[config.mk]
export PLATFORM = sky130hd
export DESIGN_NAME = fault_and_stall_latch_monitor
export DESIGN_NICKNAME = d
export VERILOG_FILES = /design/src/design/fslm_pkg.sv /design/src/design/fslm_axis_bank.sv /design/src/design/fault_and_stall_latch_monitor.sv
export SDC_FILE = /design/constraint.sdc
export NUM_CORES = 1
export LEC_CHECK = 0
export BUFFER_PORTS_ARGS = -buffer_cell sky130_fd_sc_hd__buf_2
export CORE_MARGIN = 5
export CORE_UTILIZATION = 52
export DETAILED_ROUTE_END_ITERATION = 12
export PLACE_DENSITY = 0.77
export SLEW_MARGIN = 30
export SYNTH_ARGS = -nofsm -noshare
export SYNTH_HDL_FRONTEND = slang
export SYNTH_SLANG_ARGS = --single-unit
[constraint.sdc]
create_clock -name clk -period 3.1 [get_ports clk]
set_input_delay 0.155 -clock clk [delete_from_list [all_inputs] [get_ports clk]]
set_output_delay 0.155 -clock clk [all_outputs]
set_load 0.02 [all_outputs]
[src/design/fslm_pkg.sv]
// Shared types and constants for the fault and stall latch monitor.
`timescale 1ns / 1ps
`default_nettype none

package fslm_pkg;

  localparam int CountW = 8;
  localparam int AxisW  = 3;
  localparam logic [CountW-1:0] CountMax = 8'hFF;
  localparam logic [CountW-1:0] ThresholdReset = 8'd3;

  typedef enum logic [2:0] {
    CMD_POLL        = 3'd0,
    CMD_MISS        = 3'd1,
    CMD_SEGMENT     = 3'd2,
    CMD_FAULT_RESET = 3'd3,
    CMD_BEGIN       = 3'd4
  } cmd_t;

  typedef enum logic [1:0] {
    KIND_NONE  = 2'd0,
    KIND_FAULT = 2'd1,
    KIND_STALL = 2'd2
  } kind_t;

  // control from the top level to the counter bank
  typedef struct packed {
    logic             update;
    logic             miss;
    logic             clear;
    logic [AxisW-1:0] axis;
  } bank_ctl_t;

  // status back from the counter bank
  typedef struct packed {
    logic              stall_raise;
    logic [CountW-1:0] count;
  } bank_sts_t;

endpackage

`default_nettype wire

[src/design/fslm_axis_bank.sv]
// Per-axis missed-deadline counters with stall guards.
`timescale 1ns / 1ps
`default_nettype none

module fslm_axis_bank #(
  parameter int AXIS_COUNT = 2
) (
  input  wire logic                      clk,
  input  wire logic                      rst_n,
  input  wire fslm_pkg::bank_ctl_t       ctl,
  input  wire logic [fslm_pkg::CountW-1:0] threshold,
  output fslm_pkg::bank_sts_t            sts
);

  logic [fslm_pkg::CountW-1:0] cnt_r   [AXIS_COUNT];
  logic [fslm_pkg::CountW-1:0] cnt_nxt [AXIS_COUNT];
  logic [AXIS_COUNT-1:0]       rep_r;
  logic [AXIS_COUNT-1:0]       rep_nxt;
  logic [AXIS_COUNT-1:0]       raise;
  logic [AXIS_COUNT-1:0]       hit;

  always_comb begin
    logic [fslm_pkg::CountW-1:0] inc;
    for (int i = 0; i < AXIS_COUNT; i++) begin
      hit[i] = (ctl.axis == fslm_pkg::AxisW'(i));
      inc = (cnt_r[i] < fslm_pkg::CountMax) ? cnt_r[i] + 8'd1 : cnt_r[i];
      raise[i] = 1'b0;
      cnt_nxt[i] = cnt_r[i];
      rep_nxt[i] = rep_r[i];
      if (ctl.clear) begin
        cnt_nxt[i] = '0;
        rep_nxt[i] = 1'b0;
      end else if (ctl.miss && hit[i]) begin
        cnt_nxt[i] = inc;
        raise[i] = (inc >= threshold) && !rep_r[i];
        rep_nxt[i] = rep_r[i] | raise[i];
      end
    end
  end

  always_comb begin
    sts.stall_raise = |raise;
    sts.count = '0;
    for (int i = 0; i < AXIS_COUNT; i++) begin
      sts.count = sts.count | (hit[i] ? cnt_nxt[i] : '0);
    end
  end

  always_ff @(posedge clk) begin
    if (!rst_n) begin
      rep_r <= '0;
      for (int i = 0; i < AXIS_COUNT; i++) cnt_r[i] <= '0;
    end else if (ctl.update) begin
      rep_r <= rep_nxt;
      for (int i = 0; i < AXIS_COUNT; i++) cnt_r[i] <= cnt_nxt[i];
    end
  end

endmodule

`default_nettype wire

[src/design/fault_and_stall_latch_monitor.sv]
// Top level of the motor driver fault and stall supervisor.
//
// Each input beat is one event (poll, missed deadline, segment reset, fault
// reset, begin) and yields exactly one status beat. The block takes one beat
// per clock unless the output stalls; the status is registered in a single output
// register the cycle after acceptance, and a new beat is accepted whenever that
// register is empty or is being drained in the same cycle. The miss threshold on
// cfg_data may be written at any time the block is idle; cfg_ready is always high.
`timescale 1ns / 1ps
`default_nettype none

module fault_and_stall_latch_monitor #(
  parameter int AXIS_COUNT = 2
) (
  input  wire logic        clk,
  input  wire logic        rst_n,
  input  wire logic        in_tvalid,
  output logic             in_tready,
  input  wire logic [7:0]  in_tdata,   // [2:0] axis, [3] fault_active
  input  wire logic [2:0]  in_tuser,   // [2:0] command
  output logic             out_tvalid,
  input  wire logic        out_tready,
  output logic [31:0]      out_tdata,  // [0] drivers_enabled, [1] faulted, [2] stalled,
                                       // [3] error_raised, [5:4] last_kind, [8:6] last_axis,
                                       // [9] last_axis_none, [17:10] last_count,
                                       // [25:18] axis_missed
  input  wire logic        cfg_valid,
  output logic             cfg_ready,
  input  wire logic [7:0]  cfg_data
);

  logic        in_fire;
  fslm_pkg::cmd_t cmd;
  logic [2:0]  axis;
  logic        fault_in;

  logic        fault_r, fault_nxt;
  logic        stall_r, stall_nxt;
  logic        enable_r, enable_nxt;
  fslm_pkg::kind_t kind_r, kind_nxt;
  logic [2:0]  laxis_r, laxis_nxt;
  logic        lnone_r, lnone_nxt;
  logic [7:0]  lcount_r, lcount_nxt;
  logic        raised;
  logic [7:0]  thr_r;

  logic        out_valid_r;
  logic [31:0] out_data_r;

  fslm_pkg::bank_ctl_t bank_ctl;
  fslm_pkg::bank_sts_t bank_sts;

  assign in_tready = !out_valid_r || out_tready;
  assign in_fire   = in_tvalid && in_tready;
  assign cmd       = fslm_pkg::cmd_t'(in_tuser);
  assign axis      = in_tdata[2:0];
  assign fault_in  = in_tdata[3];
  assign cfg_ready = 1'b1;

  assign bank_ctl.update = in_fire;
  assign bank_ctl.miss   = (cmd == fslm_pkg::CMD_MISS);
  assign bank_ctl.clear  = (cmd == fslm_pkg::CMD_SEGMENT) ||
                           (cmd == fslm_pkg::CMD_FAULT_RESET) ||
                           (cmd == fslm_pkg::CMD_BEGIN);
  assign bank_ctl.axis   = axis;

  fslm_axis_bank #(
    .AXIS_COUNT (AXIS_COUNT)
  ) u_bank (
    .clk       (clk),
    .rst_n     (rst_n),
    .ctl       (bank_ctl),
    .threshold (thr_r),
    .sts       (bank_sts)
  );

  always_comb begin
    fault_nxt  = fault_r;
    stall_nxt  = stall_r;
    enable_nxt = enable_r;
    kind_nxt   = kind_r;
    laxis_nxt  = laxis_r;
    lnone_nxt  = lnone_r;
    lcount_nxt = lcount_r;
    raised     = 1'b0;
    unique case (cmd)
      fslm_pkg::CMD_POLL: begin
        if (!fault_r && fault_in) begin
          enable_nxt = 1'b0;
          fault_nxt  = 1'b1;
          kind_nxt   = fslm_pkg::KIND_FAULT;
          laxis_nxt  = '0;
          lnone_nxt  = 1'b1;
          lcount_nxt = '0;
          raised     = 1'b1;
        end
      end
      fslm_pkg::CMD_MISS: begin
        if (bank_sts.stall_raise) begin
          stall_nxt  = 1'b1;
          kind_nxt   = fslm_pkg::KIND_STALL;
          laxis_nxt  = axis;
          lnone_nxt  = 1'b0;
          lcount_nxt = bank_sts.count;
          raised     = 1'b1;
        end
      end
      fslm_pkg::CMD_SEGMENT: begin
      end
      fslm_pkg::CMD_FAULT_RESET: begin
        enable_nxt = 1'b1;
        fault_nxt  = 1'b0;
        stall_nxt  = 1'b0;
      end
      fslm_pkg::CMD_BEGIN: begin
        fault_nxt  = 1'b0;
        stall_nxt  = 1'b0;
        kind_nxt   = fslm_pkg::KIND_NONE;
        laxis_nxt  = '0;
        lnone_nxt  = 1'b0;
        lcount_nxt = '0;
      end
      default: begin
      end
    endcase
  end

  always_ff @(posedge clk) begin
    if (!rst_n) begin
      fault_r     <= 1'b0;
      stall_r     <= 1'b0;
      enable_r    <= 1'b1;
      kind_r      <= fslm_pkg::KIND_NONE;
      laxis_r     <= '0;
      lnone_r     <= 1'b0;
      lcount_r    <= '0;
      thr_r       <= fslm_pkg::ThresholdReset;
      out_valid_r <= 1'b0;
    end else begin
      if (cfg_valid && cfg_ready) thr_r <= cfg_data;
      if (in_fire) begin
        fault_r  <= fault_nxt;
        stall_r  <= stall_nxt;
        enable_r <= enable_nxt;
        kind_r   <= kind_nxt;
        laxis_r  <= laxis_nxt;
        lnone_r  <= lnone_nxt;
        lcount_r <= lcount_nxt;
        out_valid_r <= 1'b1;
      end else if (out_tready) begin
        out_valid_r <= 1'b0;
      end
    end
  end

  always_ff @(posedge clk) begin
    if (in_fire) begin
      out_data_r <= {6'd0, bank_sts.count, lcount_nxt, lnone_nxt, laxis_nxt,
                     kind_nxt, raised, stall_nxt, fault_nxt, enable_nxt};
    end
  end

  assign out_tvalid = out_valid_r;
  assign out_tdata  = out_data_r;

  // a latched fault always has the drivers off
  a_fault_disables: assert property (@(posedge clk) disable iff (!rst_n)
    fault_r |-> !enable_r)
    else $error("fault latched with drivers enabled");

  a_fault_reset: assert property (@(posedge clk) disable iff (!rst_n)
    in_fire && (cmd == fslm_pkg::CMD_FAULT_RESET) |=> enable_r && !fault_r && !stall_r)
    else $error("fault reset did not clear latches");

  a_raise_kind: assert property (@(posedge clk) disable iff (!rst_n)
    out_valid_r && out_data_r[3] |-> (out_data_r[5:4] == fslm_pkg::KIND_FAULT) ||
                                     (out_data_r[5:4] == fslm_pkg::KIND_STALL))
    else $error("error raised without error kind");

  a_fault_no_axis: assert property (@(posedge clk) disable iff (!rst_n)
    out_valid_r && (out_data_r[5:4] == fslm_pkg::KIND_FAULT) |->
      out_data_r[9] && (out_data_r[8:6] == 3'd0))
    else $error("fault error names an axis");

  a_stall_raise_latches: assert property (@(posedge clk) disable iff (!rst_n)
    in_fire && (cmd == fslm_pkg::CMD_MISS) && bank_sts.stall_raise |=> stall_r)
    else $error("stall raised without latching");

endmodule

`default_nettype wire

==> results.md <==
* Vias at 3319
* Failing checks: setup timing
* Placed Cells at 538
* Outcome: finished, violations left
* Crit Reg-Reg Startpoint: u_bank.cnt_r[0][9]
* Avg Cell Area, Syn at 10.1 µm²
* CP endpoint kind: flip-flop
* IO Count at 59
* CTS Sinks at 70
* Final-report max-slew violation count at 0
* H-tree depth at 3
* Placeable Area at 7330 µm²
* Cell taking the most area after synthesis: edfxtp_1
* DRC viols at 0
* Pin count of the biggest net entering global routing at 32
* Post-Syn Area at 3960 µm²
* Hold Buf Count CTS at 0
* Routability congestion estimate at 0.924
* Setup Viol. Count Final at 26
* Pre-CTS setup slack at -84.2 ps
* DP Wirelength at 6450 µm
* Synth top area cells: edfxtp_1 (32%), dfxtp_1 (14%), ha_1 (5.7%)
* WP data arrival at 3500 ps
* CTS tree: built
* IO buf count at 47
* Int Pwr at 1490 µW
* Share of cells above drive strength 1 at 0.313
* Slowest Stage Delay on Critical Path at 450 ps
* CTS buffer count at 9
* Multi-input logic area at 2140 µm²
* Clock transition at path regs at 80 ps
* Routed len/inst at 17.4 µm
* Pwr Density at 443 nW/µm²
* Clk_skew at 11.6 ps
* Path depth of the worst reg2reg path at 12
* Fin util at 0.662
* WHS at 19.1 ps
* Sw power at 663 µW
* Final ANT Viol Nets at 0
* Max Freq at 305 MHz
* Setup slack after layout at -177 ps
* Share of synthesized flip-flops with an asynchronous set or reset at 0
* Worst min path class: in2reg
* FF-to-FF setup slack at -180 ps
* Min cycle time layout at 3280 ps
* Area Overhead vs Synth at 22.5%
* Sw frac at 0.308
* Crit Path Max Fanout at 8
* Initial antenna violation count at 0
* Die height at 97.3 µm
* Final wirelength at 9880 µm
* Min-delay src: cfg_data[0]
* Non-filler cells, final at 568
* Critical path's slowest cell: o32a_4
* Max Cap Viol at 0
* Lkg Pwr at 0.00198 µW
* RSZ-0062 raised after global routing: yes
* Hold path cells at 3
* Max_slew headroom at 0.486
* Worst endpoint required time at 3320 ps
* Clock network fraction of design power at 0.332
* Final #Nets at 506
* Commonest non-fill, non-tap cells in the layout: buf_2 (47), edfxtp_1 (42), nor2_1 (35), nand2_1 (34), dfxtp_1 (28)
* Die area at 9460 µm²
* Crit-path cells: ha_2, nand4_1, or2_4, xnor2_2, ha_1, nand2b_4, a2111oi_4, o31a_1, o32a_4, buf_12, a21oi_4, o32ai_2
* Fillers at 559
* Seq/Total Area, Yosys at 0.460
* Yosys warns at 0
* Vias in the first global route at 3034
* Num rows at 31
* Clock network latency to the later pin of the worst-skew pair at 370 ps
* Most common cell after layout, fill and taps aside: buf_2
* Register area at 1820 µm²
* Max VDD drop at 0.000250 V
* Tot GR Track Use at 0.190
* Logic pwr share at 0.179
* Worst-margin pin slew at 770 ps
* Final Hold Vio Count at 0
* Final period utilization at 1.06
* Vias per cell at 5.84
* WS Path Type: reg2reg
* Number of flops mapped to enable cells by yosys at 42
* Initial DRC Count at 212
* Effective utilization at floorplan at 0.540
* Grt ovf at 0
* CTS Buffer Depth at 2
* First-pass GRT wire length at 14500 µm
* Yosys cell types at 62
* Synth Register Bits at 70
* Worst r2r dst: lcount_r[6]
* Reg power frac at 0.490
* Root buf cell: clkbuf_8
* Critical Path Source Type: flip-flop
* Chip width at 97.3 µm
* Mapped Cells at 393
* Share of the synthesized area in the top cell type at 0.318
* DR pass1 iterations at 5
* Main flop type after synthesis: edfxtp_1
* Hold-critical path endpoint: thr_r[0]
* N_diodes at 0
## critical path: cells and delay by family (launching register included)
family / cells / cell delay, ps
AO/OA/AOI/OAI: 5 / 1230
AND/OR/NAND/NOR: 3 / 710
buffers and inverters: 1 / 160
flip-flops: 1 / 390
XOR/XNOR: 1 / 130
adder cells (fa/ha/maj): 2 / 500
## final cells by class
| class | count | share of cell area |
|---|---|---|
| multi-input cells | 286 | 0.441 |
| clock buffers | 9 | 0.0255 |
| clock inverters | 7 | 0.0126 |
| repair buffers | 78 | 0.105 |
| flip-flops and latches | 70 | 0.376 |
| inverters | 19 | 0.0147 |
| well taps | 99 | 0.0255 |
## cell usage after synthesis, drive strengths merged, types with 2 or more instances
cell,count
and3,12
a21oi,22
nor2,41
o21ai,11
nand4,6
o21a,4
xor2,3
edfxtp,42
a31oi,2
conb,2
nand2b,10
ha,18
and2,12
a21o,2
dfxtp,28
a31o,4
o31ai,2
nand2,36
clkbuf,9
nand3,17
xnor2,5
o32ai,5
nor2b,2
a32o,3
buf,15
mux2,7
or2,2
o22ai,3
o221a,3
nor3,12
mux2i,19
and4,4
inv,18
## state kept, by name (all words and copies together), names as in the netlist
signal	count
enable_r	1
fault_r	1
kind_r	2
laxis_r	3
lcount_r	8
lnone_r	1
out_tdata	26
out_tvalid	1
stall_r	1
thr_r	8
u_bank.cnt_r	16
u_bank.rep_r	2
## worst max-delay path by stage
stage | end | slack (ps) | startpoint
after floorplan | out_tdata[11] | 20 | u_bank.cnt_r[0][8]
after global placement | lcount_r[2] | 20 | u_bank.cnt_r[0][9]
after detailed placement | lcount_r[2] | -80 | u_bank.cnt_r[0][9]
after CTS | out_tdata[15] | 0.7 | u_bank.cnt_r[0][9]
after global routing | lcount_r[6] | -310 | u_bank.cnt_r[0][9]
final | lcount_r[6] | -180 | u_bank.cnt_r[0][9]
## power groups by stage
stage / clock network, µW / registers, µW / logic [µW]
floorplan: 0 / 1100 / 193
global placement: 0 / 1070 / 309
detailed placement: 0 / 1070 / 318
CTS: 717 / 1050 / 326
global route: 762 / 1060 / 413
finish: 713 / 1050 / 384
## stage by stage
stage	setup TNS, ps	area, µm²	total power, µW
final	-2320	4850	2150
after global routing	-5740	4850	2230
after CTS	0	4570	2090
after detailed placement	-237	4340	1390
after global placement	0	4340	1380
after floorplan	0	3980	1290
## cell families (layout without fill, tap and decap cells)
logic type,Yosys count,after routing,share of synthesized area
AND/OR/NAND/NOR,156,156,0.204
flip-flops,70,70,0.460
XOR/XNOR,8,8,0.0177
buffers and inverters,43,113,0.0550
other,2,7,0.00190
adder cells (fa/ha/maj),18,18,0.0569
multiplexers,26,26,0.0689
AO/OA/AOI/OAI,70,71,0.136
## per-layer routing
layer	up-vias	wire length [µm]	GRT usage
li1	1565	-	-
met1	1619	4130	0.238
met2	119	4980	0.326
met3	16	539	0.0373
met4	0	235	0.0692
met5	-	0	0
## what timing repair did
action,4_1_cts,5_1_grt
setup endpoints to repair,25,26
gates resized for setup,8,31
cloned,0,2
buffers inserted,3,9
pin swaps,3,26
No activity file was read; power rests on OpenSTA's default activity.
